**src/hdl/tas_pkg.sv**
```systemverilog
// Shared types and constants for the temperature alert and statistics block.
package tas_pkg;

  // Fixed field widths
  localparam int unsigned TempW  = 16;
  localparam int unsigned CountW = 11;
  localparam int unsigned ExcW   = 18;

  // Excursion limits in hundredths of a degree
  localparam logic signed [ExcW-1:0] CritLimit = 18'sd800;
  localparam logic signed [ExcW-1:0] ModLimit  = 18'sd400;

  // Reset values of the threshold registers
  localparam logic signed [TempW-1:0] LowThrReset  = 16'sd1800;
  localparam logic signed [TempW-1:0] HighThrReset = 16'sd2800;

  // Configuration register indexes
  localparam logic CfgLowThr  = 1'b0;
  localparam logic CfgHighThr = 1'b1;

  typedef enum logic [1:0] {
    LVL_NORMAL   = 2'd0,
    LVL_WARNING  = 2'd1,
    LVL_MODERATE = 2'd2,
    LVL_CRITICAL = 2'd3
  } level_e;

  typedef enum logic [3:0] {
    ST_IDLE = 4'b0001,
    ST_UPD  = 4'b0010,
    ST_DIV  = 4'b0100,
    ST_DONE = 4'b1000
  } state_e;

endpackage

```
**src/hdl/tas_if.sv**
```systemverilog
// Sample and result channel interfaces.
interface tas_in_if import tas_pkg::*; ();
  logic                    valid;
  logic                    ready;
  logic signed [TempW-1:0] temperature;

  modport source (output valid, output temperature, input ready);
  modport sink   (input valid, input temperature, output ready);
endinterface

interface tas_out_if import tas_pkg::*; ();
  logic                    valid;
  logic                    ready;
  logic [1:0]              alert_level;
  logic signed [TempW-1:0] minimum_seen;
  logic signed [TempW-1:0] maximum_seen;
  logic signed [TempW-1:0] mean_value;
  logic [CountW-1:0]       sample_count;
  logic [CountW-1:0]       warning_count;
  logic [CountW-1:0]       moderate_count;
  logic [CountW-1:0]       critical_count;
  logic                    store_full;

  modport source (output valid, output alert_level, output minimum_seen,
                  output maximum_seen, output mean_value, output sample_count,
                  output warning_count, output moderate_count,
                  output critical_count, output store_full, input ready);
  modport sink   (input valid, input alert_level, input minimum_seen,
                  input maximum_seen, input mean_value, input sample_count,
                  input warning_count, input moderate_count,
                  input critical_count, input store_full, output ready);
endinterface

```
**src/hdl/temperature_alert_statistics.sv**
```systemverilog
// Top level: sample classification, running statistics and mean sequencer.
// Flow: MAX_SAMPLES sets CntW = clog2(MAX_SAMPLES+1); an accepted sample passes the update,
//   divide and done states before its result is registered in the output register.
// One sample is taken at a time, the next only once the result is loaded, behind the
//   bit-serial mean divider, which produces one quotient bit per cycle.
// Reset: asynchronous, active low; clears statistics, loads thresholds 18.00/28.00.
module temperature_alert_statistics import tas_pkg::*; #(
  parameter int unsigned MAX_SAMPLES = 1024
) (
  input  logic                    clk_i,
  input  logic                    rst_ni,
  input  logic                    cfg_we_i,
  input  logic                    cfg_idx_i,
  input  logic signed [TempW-1:0] cfg_data_i,
  tas_in_if.sink                  sample_i,
  tas_out_if.source               result_o
);

  localparam int unsigned CntW = $clog2(MAX_SAMPLES + 1);
  localparam int unsigned SumW = TempW + CntW;
  localparam logic [CntW-1:0] MaxCnt = CntW'(MAX_SAMPLES);

  state_e state_q, state_d;

  logic signed [TempW-1:0] low_thr_q, high_thr_q;
  logic signed [TempW-1:0] sample_q;
  level_e                  level, level_q;
  logic                    full_q;

  logic signed [TempW-1:0] min_q, max_q;
  logic signed [SumW-1:0]  sum_q, sum_d;
  logic [CntW-1:0]         cnt_q, cnt_d;
  logic [CntW-1:0]         warn_q, mod_q, crit_q;
  logic                    full;

  logic                    div_start;
  logic                    div_busy;
  logic signed [TempW-1:0] mean;

  logic                    out_valid_q;
  logic                    out_load;

  // Write threshold registers
  always_ff @(posedge clk_i or negedge rst_ni) begin
    if (!rst_ni) begin
      low_thr_q  <= LowThrReset;
      high_thr_q <= HighThrReset;
    end else if (cfg_we_i) begin
      case (cfg_idx_i)
        CfgLowThr:  low_thr_q  <= cfg_data_i;
        CfgHighThr: high_thr_q <= cfg_data_i;
        default: ;
      endcase
    end
  end

  tas_classify u_classify (
    .temperature_i (sample_q),
    .low_thr_i     (low_thr_q),
    .high_thr_i    (high_thr_q),
    .level_o       (level)
  );

  // Sequence one sample: update, divide, hand over to the output register
  always_comb begin
    state_d = state_q;
    case (state_q)
      ST_IDLE: if (sample_i.valid) state_d = ST_UPD;
      ST_UPD:  state_d = ST_DIV;
      ST_DIV:  if (!div_busy) state_d = ST_DONE;
      ST_DONE: if (out_load) state_d = ST_IDLE;
      default: state_d = ST_IDLE;
    endcase
  end

  always_ff @(posedge clk_i or negedge rst_ni) begin
    if (!rst_ni) begin
      state_q <= ST_IDLE;
    end else begin
      state_q <= state_d;
    end
  end

  assign sample_i.ready = (state_q == ST_IDLE);

  // Hold the accepted sample
  always_ff @(posedge clk_i) begin
    if (sample_i.valid && sample_i.ready) begin
      sample_q <= sample_i.temperature;
    end
  end

  assign full  = (cnt_q >= MaxCnt);
  assign sum_d = full ? sum_q : sum_q + SumW'(sample_q);
  assign cnt_d = full ? cnt_q : cnt_q + 1'b1;

  // Accumulate statistics while the store has room
  always_ff @(posedge clk_i or negedge rst_ni) begin
    if (!rst_ni) begin
      min_q  <= '0;
      max_q  <= '0;
      sum_q  <= '0;
      cnt_q  <= '0;
      warn_q <= '0;
      mod_q  <= '0;
      crit_q <= '0;
    end else if (state_q == ST_UPD && !full) begin
      if (cnt_q == '0 || sample_q < min_q) begin
        min_q <= sample_q;
      end
      if (cnt_q == '0 || sample_q > max_q) begin
        max_q <= sample_q;
      end
      sum_q <= sum_d;
      cnt_q <= cnt_d;
      case (level)
        LVL_WARNING:  warn_q <= warn_q + 1'b1;
        LVL_MODERATE: mod_q  <= mod_q + 1'b1;
        LVL_CRITICAL: crit_q <= crit_q + 1'b1;
        default: ;
      endcase
    end
  end

  // Hold per-sample classification for the result
  always_ff @(posedge clk_i) begin
    if (state_q == ST_UPD) begin
      level_q <= level;
      full_q  <= full;
    end
  end

  assign div_start = (state_q == ST_UPD);

  tas_div #(
    .DvdW (SumW),
    .DvsW (CntW)
  ) u_div (
    .clk_i      (clk_i),
    .rst_ni     (rst_ni),
    .start_i    (div_start),
    .dividend_i (sum_d),
    .divisor_i  (cnt_d),
    .busy_o     (div_busy),
    .quotient_o (mean)
  );

  // Load the output register once the previous result has been taken
  assign out_load = (state_q == ST_DONE) && (!out_valid_q || result_o.ready);

  always_ff @(posedge clk_i or negedge rst_ni) begin
    if (!rst_ni) begin
      out_valid_q <= 1'b0;
    end else if (out_load) begin
      out_valid_q <= 1'b1;
    end else if (result_o.ready) begin
      out_valid_q <= 1'b0;
    end
  end

  always_ff @(posedge clk_i) begin
    if (out_load) begin
      result_o.alert_level    <= level_q;
      result_o.minimum_seen   <= (cnt_q == '0) ? '0 : min_q;
      result_o.maximum_seen   <= (cnt_q == '0) ? '0 : max_q;
      result_o.mean_value     <= (cnt_q == '0) ? '0 : mean;
      result_o.sample_count   <= CountW'(cnt_q);
      result_o.warning_count  <= CountW'(warn_q);
      result_o.moderate_count <= CountW'(mod_q);
      result_o.critical_count <= CountW'(crit_q);
      result_o.store_full     <= full_q;
    end
  end

  assign result_o.valid = out_valid_q;

endmodule

```
**src/hdl/tas_classify.sv**
```systemverilog
// Excursion computation and alert level classification of one sample.
module tas_classify import tas_pkg::*; (
  input  logic signed [TempW-1:0] temperature_i,
  input  logic signed [TempW-1:0] low_thr_i,
  input  logic signed [TempW-1:0] high_thr_i,
  output level_e                  level_o
);

  logic signed [ExcW-1:0] above;
  logic signed [ExcW-1:0] below;
  logic signed [ExcW-1:0] exc;

  // Take the larger distance outside the comfort band
  assign above = ExcW'(temperature_i) - ExcW'(high_thr_i);
  assign below = ExcW'(low_thr_i) - ExcW'(temperature_i);
  assign exc   = (above > below) ? above : below;

  always_comb begin
    if (exc >= CritLimit) begin
      level_o = LVL_CRITICAL;
    end else if (exc >= ModLimit) begin
      level_o = LVL_MODERATE;
    end else if (exc > 0) begin
      level_o = LVL_WARNING;
    end else begin
      level_o = LVL_NORMAL;
    end
  end

endmodule

```
**src/hdl/tas_div.sv**
```systemverilog
// Bit-serial signed divider: one quotient bit per cycle, truncates toward zero.
module tas_div import tas_pkg::*; #(
  parameter int unsigned DvdW = 27,
  parameter int unsigned DvsW = 11
) (
  input  logic                    clk_i,
  input  logic                    rst_ni,
  input  logic                    start_i,
  input  logic signed [DvdW-1:0]  dividend_i,
  input  logic [DvsW-1:0]         divisor_i,
  output logic                    busy_o,
  output logic signed [TempW-1:0] quotient_o
);

  localparam int unsigned IterW = $clog2(DvdW + 1);

  logic [DvdW-1:0]  quo_q;
  logic [DvsW-1:0]  rem_q;
  logic [DvsW-1:0]  dvs_q;
  logic             neg_q;
  logic [IterW-1:0] iter_q;

  logic [DvdW-1:0]  mag;
  logic [DvsW:0]    rem_sh;
  logic [DvsW:0]    rem_diff;
  logic             fits;
  logic [DvsW-1:0]  rem_nxt;
  logic [TempW-1:0] quo_lo;

  // Magnitude of the dividend; the sign is applied at the end
  assign mag = dividend_i[DvdW-1] ? DvdW'(-dividend_i) : DvdW'(dividend_i);

  // Shared compare and subtract step
  assign rem_sh   = {rem_q, quo_q[DvdW-1]};
  assign rem_diff = rem_sh - {1'b0, dvs_q};
  assign fits     = (rem_sh >= {1'b0, dvs_q});
  assign rem_nxt  = fits ? rem_diff[DvsW-1:0] : rem_sh[DvsW-1:0];

  always_ff @(posedge clk_i or negedge rst_ni) begin
    if (!rst_ni) begin
      iter_q <= '0;
    end else if (start_i) begin
      iter_q <= IterW'(DvdW);
    end else if (busy_o) begin
      iter_q <= iter_q - 1'b1;
    end
  end

  // Load operands, then shift one quotient bit in per cycle
  always_ff @(posedge clk_i) begin
    if (start_i) begin
      quo_q <= mag;
      rem_q <= '0;
      dvs_q <= divisor_i;
      neg_q <= dividend_i[DvdW-1];
    end else if (busy_o) begin
      quo_q <= {quo_q[DvdW-2:0], fits};
      rem_q <= rem_nxt;
    end
  end

  assign busy_o     = (iter_q != '0);
  assign quo_lo     = quo_q[TempW-1:0];
  assign quotient_o = neg_q ? -quo_lo : quo_lo;

endmodule

```
**src/flat_wrapper.sv**
```systemverilog
// flat-port wrapper written by rule: the top's interface ports become plain ports
module temperature_alert_statistics_flat import tas_pkg::*;
#(
  parameter int unsigned MAX_SAMPLES = 1024
)
  (clk_i, rst_ni, cfg_we_i, cfg_idx_i, cfg_data_i, sample_i_valid, sample_i_temperature, sample_i_ready, result_o_valid, result_o_alert_level, result_o_minimum_seen, result_o_maximum_seen, result_o_mean_value, result_o_sample_count, result_o_warning_count, result_o_moderate_count, result_o_critical_count, result_o_store_full, result_o_ready);
  tas_in_if sample_i_i ();
  tas_out_if result_o_i ();
  input  logic clk_i;
  input  logic rst_ni;
  input  logic cfg_we_i;
  input  logic cfg_idx_i;
  input  logic signed [TempW-1:0] cfg_data_i;
  input wire logic [$bits(sample_i_i.valid)-1:0] sample_i_valid;
  input wire logic [$bits(sample_i_i.temperature)-1:0] sample_i_temperature;
  output wire logic [$bits(sample_i_i.ready)-1:0] sample_i_ready;
  output wire logic [$bits(result_o_i.valid)-1:0] result_o_valid;
  output wire logic [$bits(result_o_i.alert_level)-1:0] result_o_alert_level;
  output wire logic [$bits(result_o_i.minimum_seen)-1:0] result_o_minimum_seen;
  output wire logic [$bits(result_o_i.maximum_seen)-1:0] result_o_maximum_seen;
  output wire logic [$bits(result_o_i.mean_value)-1:0] result_o_mean_value;
  output wire logic [$bits(result_o_i.sample_count)-1:0] result_o_sample_count;
  output wire logic [$bits(result_o_i.warning_count)-1:0] result_o_warning_count;
  output wire logic [$bits(result_o_i.moderate_count)-1:0] result_o_moderate_count;
  output wire logic [$bits(result_o_i.critical_count)-1:0] result_o_critical_count;
  output wire logic [$bits(result_o_i.store_full)-1:0] result_o_store_full;
  input wire logic [$bits(result_o_i.ready)-1:0] result_o_ready;
  assign sample_i_i.valid = sample_i_valid;
  assign sample_i_i.temperature = sample_i_temperature;
  assign sample_i_ready = sample_i_i.ready;
  assign result_o_valid = result_o_i.valid;
  assign result_o_alert_level = result_o_i.alert_level;
  assign result_o_minimum_seen = result_o_i.minimum_seen;
  assign result_o_maximum_seen = result_o_i.maximum_seen;
  assign result_o_mean_value = result_o_i.mean_value;
  assign result_o_sample_count = result_o_i.sample_count;
  assign result_o_warning_count = result_o_i.warning_count;
  assign result_o_moderate_count = result_o_i.moderate_count;
  assign result_o_critical_count = result_o_i.critical_count;
  assign result_o_store_full = result_o_i.store_full;
  assign result_o_i.ready = result_o_ready;
  temperature_alert_statistics #(.MAX_SAMPLES(MAX_SAMPLES)) u_core (.clk_i(clk_i), .rst_ni(rst_ni), .cfg_we_i(cfg_we_i), .cfg_idx_i(cfg_idx_i), .cfg_data_i(cfg_data_i), .sample_i(sample_i_i), .result_o(result_o_i));
endmodule
```
**config.mk**
```make
export PLATFORM = sky130hd
export DESIGN_NAME = temperature_alert_statistics_flat
export DESIGN_NICKNAME = d
export VERILOG_FILES = /design/src/hdl/tas_pkg.sv /design/src/hdl/tas_if.sv /design/src/hdl/temperature_alert_statistics.sv /design/src/hdl/tas_classify.sv /design/src/hdl/tas_div.sv /design/src/flat_wrapper.sv
export SDC_FILE = /design/constraint.sdc
export NUM_CORES = 1
export LEC_CHECK = 0
export BUFFER_PORTS_ARGS = -buffer_cell sky130_fd_sc_hd__buf_2
export CAP_MARGIN = 30
export CORE_MARGIN = 2
export CORE_UTILIZATION = 55
export CTS_CLUSTER_DIAMETER = 30
export DETAILED_ROUTE_END_ITERATION = 7
export MAX_ROUTING_LAYER = met4
export PLACE_DENSITY_LB_ADDON = 0.3
export SLEW_MARGIN = 20
export SYNTH_ARGS = -nofsm -noshare
export SYNTH_HDL_FRONTEND = slang
export SYNTH_SLANG_ARGS = --single-unit
export TNS_END_PERCENT = 100
```
**constraint.sdc**
```tcl
create_clock -name clk_i -period 10.98 [get_ports clk_i]
set_input_delay 1.098 -clock clk_i [delete_from_list [all_inputs] [get_ports clk_i]]
set_output_delay 1.098 -clock clk_i [all_outputs]
set_load 0.05 [all_outputs]
```
==> results.json, run 1 <==
{
  "die_y_um": 185,
  "cts_tree": "built",
  "grt_pass1_vias": 13400,
  "cp-start-kind": "register",
  "ys.warnings.count": 0,
  "ctsHtreeMaxLevel": 3,
  "io_buffers": 134,
  "clk_path_buf_depth": 3,
  "max-slew-margin-rel_pct": 38.1,
  "floorplan.initialDensity_pct": 55.5,
  "vias": 13700,
  "cts_resized": 0,
  "path_class": "reg -> reg",
  "synthAdderAreaFrac_pct": 9.22,
  "whs_ns": 0.415,
  "power_switching_uw": 2700,
  "hp-class": "in -> async",
  "yosysSeqAreaShare_pct": 47.2,
  "grt_max_degree": 97,
  "wl_mm": 43.8,
  "end_kind": "register",
  "area_delta_synth_final_pct": 21.0,
  "fmax_mhz": 172,
  "dieWidth_um": 185,
  "routedWlPerCell_um": 18.3,
  "drive_gt1_share_pct": 18.7,
  "cp_max_fo": 11,
  "gr-usage-all-layers_pct": 27.1,
  "antenna_found_initial": 0,
  "switching_share_pct": 39.0,
  "synth.area.mux_share_pct": 5.21,
  "nets": 2064,
  "rsz0062_at_grt": "false",
  "synthCells": 1725,
  "vdd_drop_max_mv": 0.132,
  "clock_sinks": 309,
  "report.final.hold_viol_count": 0,
  "setup_viol": 0,
  "intPower_uw": 4220,
  "synth_xor_area_share_pct": 6.25,
  "comb_power_share_pct": 42.8,
  "fp-row-count": 66,
  "min_period_over_period_pct": 52.9,
  "place_ws_ns": 5.32,
  "synth-seq-cells": 309,
  "synth_top_family_by_area": "simple AND/OR/NAND/NOR gates",
  "grt_overflow": 0,
  "viasPerCell": 5.71,
  "synth_compound_area_share_pct": 14.1,
  "maxCapViolations": 0,
  "cts_buffers": 70,
  "synth_simple_gate_area_share_pct": 14.3,
  "first_pass_iters": 7,
  "drv_slew": 0,
  "seq_power_share_pct": 25.5,
  "antenna_left": 0,
  "ctsRootBufferMaster": "clkbuf_16",
  "clkLatencyLatePin_ns": 0.59,
  "routabilityCongestion": 0.909,
  "synthFlopType": "edfxtp_1",
  "cp.required_ns": 11.43,
  "fin_cells": 2397,
  "die_area_sq_um": 34100,
  "holdBufCountCts": 0,
  "post-cts-setup-buffers": 0,
  "synth_edf_count": 153,
  "clkTransAtPathRegs_ns": 0.05,
  "antenna-diode-count": 0,
  "core-area_sq_um": 32300,
  "leakagePower_uw": 0.00952,
  "drtIter0Drc": 1011,
  "drc_errors": 0,
  "top_regs": "u_core.sum_q (27), u_core.u_div.quo_q (27)",
  "clock-skew-final_ns": 0.0180,
  "clock_power_share_pct": 31.7,
  "final_core_util_pct": 67.2,
  "status": "complete, no violations",
  "syn-num-nets": 1892,
  "rrSetupSlack_ns": 5.18,
  "syn_avg_cell_area_sq_um": 10.4,
  "cellPowerDensity_nw_per_um2": 319,
  "dp.cells": 2265,
  "io-pin-count": 135,
  "dp_hpwl_mm": 30.8,
  "grt_pass1_wl_mm": 70.3,
  "setup_tns_ns": 0,
  "synth.cell_area_sq_um": 17900,
  "layout_setup_ws_ns": 5.18,
  "synthDistinctLibCells": 93,
  "fin_crit_ns": 5.80,
  "arrival_ns": 6.26,
  "worst_pin_slew_ns": 0.929,
  "synth-async-reset-ratio_pct": 46.9,
  "reg2reg_depth": 17
}
## synth_stat cells (12+ instances only)
master	n	area, sq um
edfxtp_1	153	4590
nand2_1	152	571
dfrtp_1	134	3350
nor2_1	131	492
ha_1	125	1560
inv_1	121	454
o21ai_0	93	465
xnor2_1	78	683
a21oi_1	53	265
xor2_1	50	438
mux2i_1	45	450
mux2_2	43	484
nor3_1	43	215
nand3_1	39	195
a21o_1	35	263
clkbuf_1	35	131
nand4_1	27	169
o21a_1	26	195
and3_1	23	144
a211oi_1	20	150
and2_1	20	125
o21ai_1	20	100
o31ai_1	20	150
nand2b_1	18	113
a31oi_1	15	93.8
a21boi_0	13	97.6
nor2b_1	12	75.1
## layout make-up
class                           instances  area (sq um)
Timing Repair Buffer                  150           850
Inverter                              123           462
Tap cell                              442           553
Multi-Input combinational cell       1243          8840
Fill cell                            2430         10600
Clock inverter                         52           671
Sequential cell                       309          8460
Clock buffer                           78          1870
## metal layers
metal	wire (um)	GRT usage (%)	part of all wire (%)
met3	3010	5.26	6.9
met1	20200	36.9	46
met4	1000	9.34	2.3
met5	0	-	0
met2	19600	40.6	45
## logic make-up after synthesis
group	count (synthesis)
and+or+nand+nor	522
AOI/OAI and AO/OA	375
DFF	309
buffers and inverters	173
adders and majority gates	130
xor gates and xnor gates	128
muxes	88
## layout by cell type, fill, tap and decap left out, types with 8 or more instances in the layout
master,Yosys,layout
a21o_1,35,35
a21boi_0,13,13
and3_1,23,23
nand2_1,152,152
xnor2_1,78,78
buf_2,6,133
o21ai_1,20,20
o21a_1,26,26
clkbuf_16,0,73
a21oi_1,53,53
a31oi_1,15,15
and2_1,20,20
buf_4,1,13
nand4_1,27,27
mux2i_1,45,45
inv_1,121,121
dfstp_2,11,11
bufinv_16,0,10
o21bai_1,8,8
xor2_1,50,50
mux2_2,43,43
ha_1,125,125
dfxtp_1,11,11
clkinv_4,0,8
nand2b_1,18,18
nor3_1,43,42
nor2_1,131,130
nor2b_1,12,12
clkinvlp_4,0,17
a211oi_1,20,20
o21ai_0,93,93
nand3_1,39,39
o31ai_1,20,20
dfrtp_1,134,133
edfxtp_1,153,153
## path summary, 6_finish.rpt
path,start,end
min reg2reg,u_core.level_q[0],u_core.result_o.alert_level[0]
max in group asynchronous,rst_ni,u_core.min_q[13]
max,u_core.sample_q[5],u_core.warn_q[9]
min,rst_ni,u_core.mod_q[4]
min in group clk_i,u_core.level_q[0],u_core.result_o.alert_level[0]
max reg2reg,u_core.sample_q[5],u_core.warn_q[9]
## power by group through the flow
stage	Sequential, uW	Clock [uW]	Combinational, uW
3_5_place_dp	1770	0	2870
2_1_floorplan	1710	0	2230
3_3_place_gp	1760	0	2810
5_1_grt	1790	2280	3300
6_report	1760	2200	2960
4_1_cts	1760	2220	2930
## per-stage QoR
step / instance area, sq um / power, uW
2_1_floorplan: 17900 / 3940
3_5_place_dp: 19100 / 4650
5_1_grt: 21700 / 7370
3_3_place_gp: 19100 / 4570
6_report: 21700 / 6930
4_1_cts: 21700 / 6910
## critical path, stage by stage (launching register included)
cell and delay [ns]:
edfxtp_1 0.46, inv_1 0.13, ha_1 0.42, and3_1 0.23
a2111oi_0 0.55, xor2_1 0.35, ha_1 0.32, a211o_1 0.31
a21oi_1 0.14, nor2_1 0.05, a2111oi_1 0.65, nor2_1 0.12
maj3_1 0.41, o22ai_2 0.24, mux2i_1 0.16, nor3_2 0.67
nand4_1 0.28, xnor2_1 0.19
(Power assumes the default switching activity.)
==> run 2: changes to the inputs <==
==> constraint.sdc (replaced) <==
create_clock -name clk_i -period 4.9 [get_ports clk_i]
set_input_delay 0.49 -clock clk_i [delete_from_list [all_inputs] [get_ports clk_i]]
set_output_delay 0.49 -clock clk_i [all_outputs]
set_load 0.05 [all_outputs]
==> run 2 against run 1 <==
Effect of this change: critical path depth is 2 higher; non-clock buffer count increased by 67; final cell count increased by 2.2%; count of clock-buffer cells in the layout fell by 11; die area unchanged; cell area is 1.7% higher; total power rose by 120%; fmax increased by 22%; wire length grew 4.3%; largest power group unchanged; highest routed layer unchanged.
==> results.json, run 2 (synthesis results as in run 1) <==
{
  "final_cell_mix": "153 x edfxtp_1, 152 x nand2_1, 134 x buf_2",
  "drtIter0Drc": 1099,
  "layout_setup_ws_ns": 0.153,
  "drc_errors": 0,
  "arrival_ns": 5.20,
  "maxCapViolations": 0,
  "wl_mm": 45.7,
  "area_delta_synth_final_pct": 23.0,
  "report.final.hold_viol_count": 0,
  "grt_overflow": 0,
  "antenna_left": 0,
  "whs_ns": 0.0850,
  "leakagePower_uw": 0.00976,
  "cts_buffers": 61,
  "path_class": "reg -> reg",
  "cts_tree": "built",
  "use_met3_pct": 4.72,
  "status": "complete, no violations",
  "drv_slew": 0,
  "clkLatencyLatePin_ns": 0.58,
  "reg2reg_depth": 19,
  "globalRouteMet1Util_pct": 36.6,
  "fmax_mhz": 211,
  "nets": 2122,
  "drive_gt1_share_pct": 22.3,
  "grt_max_degree": 89,
  "cellPowerDensity_nw_per_um2": 700,
  "clkTransAtPathRegs_ns": 0.05,
  "antenna_found_initial": 1,
  "die_area_sq_um": 34100,
  "first_pass_iters": 5,
  "fp-row-count": 66,
  "cp_slowest_cell": "edfxtp_1",
  "place_ws_ns": 0.0138,
  "grt_pass1_vias": 13300,
  "gr-usage-all-layers_pct": 27.3,
  "end_kind": "register",
  "routabilityCongestion": 0.915,
  "ctsRootBufferMaster": "clkbuf_16",
  "hp-class": "in -> reg",
  "viasPerCell": 5.73,
  "rsz0062_at_grt": "true",
  "floorplan.initialDensity_pct": 55.5,
  "core-area_sq_um": 32300,
  "cp_max_fo": 5,
  "mostFrequentLayoutCell": "edfxtp_1",
  "grt.busiest_layer": "met2",
  "vdd_drop_max_mv": 0.384,
  "fin_crit_ns": 4.75,
  "r2r_end": "u_core.mod_q[10]",
  "vias": 14000,
  "min_period_over_period_pct": 96.9,
  "slowest_delay_ns": 0.43,
  "io_buffers": 134,
  "cp-start-kind": "register",
  "max-slew-margin-rel_pct": 41.4,
  "io-pin-count": 135,
  "num-fill-cells": 2378,
  "clk_path_buf_depth": 3,
  "clock-skew-final_ns": 0.0153,
  "grt_pass1_wl_mm": 70.6,
  "min_from": "sample_i_temperature[15]",
  "clock_sinks": 309,
  "r2r-start": "u_core.sample_q[2]",
  "final_core_util_pct": 68.3,
  "cp_common_cell": "ha_1",
  "die_y_um": 185,
  "met2_usage_pct": 42.9,
  "dieWidth_um": 185,
  "holdPathEnd": "u_core.sample_q[15]",
  "routedWlPerCell_um": 18.7,
  "rrSetupSlack_ns": 0.15,
  "top_regs": "u_core.sum_q (27), u_core.u_div.quo_q (27)",
  "setup_viol": 0,
  "hold_path_depth": 1,
  "worst_pin_slew_ns": 0.879,
  "ctsHtreeMaxLevel": 2,
  "dp_hpwl_mm": 32.3,
  "path_cells": "ha_1 -> nor2b_4 -> o31ai_4 -> a211o_1 -> a31oi_1 -> or3_1 -> and2_1 -> ha_1 -> nand3_2 -> nor4_1 -> and4_1 -> nor2_1 -> maj3_2 -> o22ai_4 -> a32o_2 -> nor3b_4 -> buf_6 -> nand4_1 -> xnor2_1",
  "cp.required_ns": 5.35
}
-- run 2: cell count changes in the layout (fill, tap and decap cells not counted), sizes merged --
cell / previous run / this run
buf: 150 / 216
bufinv: 10 / 9
clkbuf: 78 / 67
clkinv: 17 / 20
clkinvlp: 17 / 5
diode: 0 / 1
dlygate4sd3: 0 / 1
inv: 131 / 137
-- run 2: power breakdown --
part	internal (uW)	switching, uW
Clock	2850	1460
Combinational	3030	4200
Sequential	3480	432
Total	9350	6100
-- run 2: worst max-delay path, delay by kind of cell, from the launching register on --
family	cells	cell delay, ns
AND/OR/NAND/NOR	9	1.80
adder cells (fa/ha/maj)	3	1.06
AO/OA/AOI/OAI	5	0.98
flip-flops	1	0.43
XOR/XNOR	1	0.18
buffers and inverters	1	0.16
-- run 2: through the flow --
stage / std cells / area [sq um] / TNS (ns) / total power [uW]
global route: 2450 / 22100 / -0.447 / 16400
CTS: 2442 / 21800 / 0 / 15200
finish: 2450 / 22100 / 0 / 15500
floorplan: 1725 / 17900 / 0 / 8830
detailed placement: 2326 / 19600 / 0 / 10700
global placement: 2324 / 19600 / 0 / 10500
-- run 2: timing repair --
item / 4_1_cts / 5_1_grt
cloned: 0 / 1
hold buffers: 1 / 0
endpoints found under the hold margin: 48 / 0
setup endpoints to repair: 9 / 34
buffers inserted: 0 / 6
pin swaps: 1 / 25
resized for setup: 4 / 47
-- run 2: worst max path at each step --
stage / from / endpoint / slack, ns / cells after the start
CTS: u_core.sample_q[0] / u_core.mod_q[10] / 0.03 / 21
floorplan: u_core.sample_q[1] / u_core.mod_q[4] / 0.28 / 20
global route: u_core.sample_q[1] / u_core.mod_q[10] / -0.08 / 22
global placement: u_core.sample_q[2] / u_core.warn_q[1] / 0.15 / 20
finish: u_core.sample_q[2] / u_core.mod_q[10] / 0.15 / 19
detailed placement: u_core.sample_q[1] / u_core.warn_q[1] / 0.01 / 20
-- run 2: metal layers --
| layer | vias to the layer above | share of wire [%] |
|---|---|---|
| li1 | 6733 | - |
| met1 | 6784 | 45 |
| met2 | 463 | 47 |
| met3 | 68 | 6.2 |
| met4 | 0 | 2.2 |
| met5 | - | 0 |
-- run 2: cell type report --
cell class	count	area, sq um	area share (%)
Multi-Input combinational cell	1243	9070	41.1
Sequential cell	309	8460	38.3
Clock buffer	67	1580	7.16
Timing Repair Buffer	217	1340	6.05
Clock inverter	48	598	2.71
Tap cell	442	553	2.51
Inverter	123	462	2.09
Antenna cell	1	2.50	0.0113
==> run 3: changes to the inputs <==
--- a/config.mk
+++ b/config.mk
@@ -5,6 +5,7 @@
 export SDC_FILE = /design/constraint.sdc
 export NUM_CORES = 1
 export LEC_CHECK = 0
+export ABC_AREA = 1
 export BUFFER_PORTS_ARGS = -buffer_cell sky130_fd_sc_hd__buf_2
 export CAP_MARGIN = 30
 export CORE_MARGIN = 2
==> run 3 against run 2 <==
Effect of this change: first-iteration DRC count increased by 27%; combinational power increased by 7.3%; fmax increased by 3.6%; sequential share of layout area decreased by 0.85 points; critical path type unchanged; global-route usage increased by 2.1 points; clock skew increased by 0.0060 ns; synthesized area increased by 3.8%.
==> results.json, run 3 <==
{
  "synthDistinctLibCells": 58,
  "synth-async-reset-ratio_pct": 46.9,
  "area_delta_synth_final_pct": 21.2,
  "synthFlopType": "edfxtp_1",
  "viasPerCell": 5.50,
  "grt_overflow": 0,
  "mostFrequentLayoutCell": "nand2_1",
  "drv_slew": 0,
  "vdd_drop_max_mv": 0.393,
  "floorplan.initialDensity_pct": 55.6,
  "io_buffers": 134,
  "cp_top_family": "simple AND/OR/NAND/NOR gates",
  "path_class": "reg -> reg",
  "min_from": "sample_i_temperature[1]",
  "final_cell_mix": "544 x nand2_1, 321 x inv_1, 201 x o21ai_0",
  "synth.cell_area_sq_um": 18600,
  "cellPowerDensity_nw_per_um2": 734,
  "nets": 2615,
  "cp_common_cell": "nand2_1",
  "maxCapViolations": 0,
  "crit_buf_inv": 7,
  "hp-class": "in -> reg",
  "grt_pass1_vias": 15700,
  "setup_viol": 0,
  "synth_commonest_cells": "545 x nand2_1, 321 x inv_1, 203 x o21ai_0",
  "synth-seq-cells": 309,
  "slowest_delay_ns": 0.42,
  "yosysSeqAreaShare_pct": 45.4,
  "comb_power_share_pct": 46.9,
  "whs_ns": 0.0733,
  "synthCells": 2252,
  "leakagePower_uw": 0.0108,
  "cts_tree": "built",
  "die_y_um": 188,
  "intPower_uw": 9300,
  "clock_power_share_pct": 29.0,
  "clkTransAtPathRegs_ns": 0.05,
  "io-pin-count": 135,
  "cp.required_ns": 5.24,
  "fmax_mhz": 218,
  "vias": 16200,
  "yosys-top-cells-area": "edfxtp_1 25%, dfrtp_1 18%, nand2_1 11%",
  "grt_pass1_wl_mm": 80.3,
  "wl_mm": 50.1,
  "cts_buffers": 67,
  "antenna_found_initial": 0,
  "top_regs": "u_core.sum_q (27), u_core.u_div.quo_q (27)",
  "core-area_sq_um": 33400,
  "yosysTopAreaCell": "edfxtp_1",
  "drc_errors": 0,
  "ctsHtreeMaxLevel": 3,
  "ys.warnings.count": 0,
  "grt_max_degree": 66,
  "cp_max_fo": 15,
  "clock_sinks": 309,
  "regArea_sq_um": 8460,
  "yosysMostFrequentCell": "nand2_1",
  "antenna-diode-count": 0,
  "clkLatencyLatePin_ns": 0.59,
  "drive_gt1_share_pct": 15.3,
  "cp_slowest_cell": "fa_1",
  "startpoint": "u_core.sample_q[0]",
  "multiInputGateArea_sq_um": 8750,
  "cp-start-kind": "register",
  "clk_path_buf_depth": 3,
  "end_kind": "register",
  "antenna_left": 0,
  "drtIter0Drc": 1398,
  "switching_share_pct": 43.8,
  "setup_tns_ns": 0,
  "r2r-start": "u_core.sample_q[0]",
  "gr-usage-all-layers_pct": 29.4,
  "max-slew-margin-rel_pct": 36.4,
  "die_area_sq_um": 35300,
  "synth_edf_count": 153,
  "dieWidth_um": 188,
  "dp_hpwl_mm": 35.6,
  "power_switching_uw": 7250,
  "fin_crit_ns": 4.58,
  "worst_pin_slew_ns": 0.952,
  "ctsRootBufferMaster": "clkbuf_16",
  "min_period_over_period_pct": 93.5,
  "arrival_ns": 4.93,
  "synth_top_area_share_pct": 24.7,
  "report.final.hold_viol_count": 0,
  "syn-num-nets": 2419,
  "status": "complete, no violations",
  "seq_power_share_pct": 24.1,
  "clock-skew-final_ns": 0.0213,
  "syn_avg_cell_area_sq_um": 8.26,
  "routedWlPerCell_um": 17.0,
  "num-fill-cells": 2594,
  "routabilityCongestion": 0.974,
  "fp-row-count": 67,
  "first_pass_iters": 6
}
## run 3: cell types whose count changed in the layout (fill, tap and decap cells not counted), sizes merged, moves of 39 or more
cell / before / now
nand2: 152 / 560
nand4: 27 / 66
mux2i: 45 / 0
a21oi: 54 / 104
xnor2: 78 / 28
inv: 137 / 342
nand3: 39 / 95
mux2: 43 / 0
o21ai: 114 / 222
nor2: 131 / 182
## run 3: cell families (layout without fill, tap and decap cells)
group / Yosys count / after routing / share of synthesized area (%)
simple gates: 975 / 977 / 22.8
fa+ha+maj: 129 / 129 / 8.83
buf+inv: 385 / 634 / 8.17
flops: 309 / 309 / 45.4
xor+xnor: 82 / 82 / 3.86
compound gates: 372 / 372 / 10.9
## run 3: path summary, 6_finish.rpt
kind                                             endpoint  slack [ns]  cells after the start
setup / recovery                        u_core.level_q[0]        0.32                     32
hold / removal                         u_core.sample_q[1]        0.07                      1
setup reg to reg                        u_core.level_q[0]        0.32                     32
hold reg to reg            u_core.result_o.alert_level[0]        0.43                      0
max in group asynchronous           u_core.result_o.valid        3.38                      3
min in group asynchronous                 u_core.min_q[9]        0.41                      2
## run 3: final cells by class
| type | instances | area share [%] |
|---|---|---|
| multi-input cells | 1560 | 38.8 |
| clock inverters | 46 | 2.84 |
| inverters | 329 | 5.50 |
| repair buffers | 181 | 4.96 |
| well taps | 448 | 2.49 |
| clock buffers | 78 | 7.93 |
| flip-flops and latches | 309 | 37.5 |
## run 3: stage by stage
step	total power (uW)	instance area [sq um]	util (%)	std cells	setup WS, ns
2_1_floorplan	9540	18600	-	2252	0.776
3_3_place_gp	11100	19800	59.3	2808	0.102
3_5_place_dp	11300	19800	59.3	2809	-0.0613
4_1_cts	16200	22300	66.7	2936	0.0306
5_1_grt	17800	22600	67.4	2951	-0.0319
6_report	16500	22600	67.4	2951	0.318
## run 3: worst reg2reg max path, delay by kind of cell, from the launching register on
| kind | cells | cell delay, ns |
|---|---|---|
| flops | 1 | 0.38 |
| simple gates | 19 | 1.96 |
| compound gates | 3 | 0.42 |
| fa+ha+maj | 3 | 0.97 |
| buf+inv | 7 | 0.62 |
## run 3: timing repair
| action | CTS | global route |
|---|---|---|
| hold buffers | 1 | 0 |
| pin swaps | 1 | 6 |
| cloned | 0 | 2 |
| gates resized for setup | 1 | 13 |
| endpoints found under the setup margin | 19 | 35 |
| buffers inserted | 2 | 9 |
| hold endpoints to repair | 42 | 0 |
## run 3: per-layer routing
layer | routed length, um | track usage [%] | vias up | share of wire, %
met3 | 3360 | 4.17 | 129 | 6.7
met1 | 21600 | 37.9 | 7543 | 43
met2 | 23100 | 46.3 | 690 | 46
met4 | 2010 | 13.3 | 0 | 4.0
met5 | 0 | - | - | 0
li1 | - | - | 7874 | -
## run 3: power by group through the flow
stage,Sequential (uW),Combinational [uW],Clock [uW]
detailed placement,4000,7280,0
CTS,3970,7380,4840
finish,3990,7760,4800
floorplan,4010,5530,0
global route,4050,8740,4980
global placement,3970,7090,0
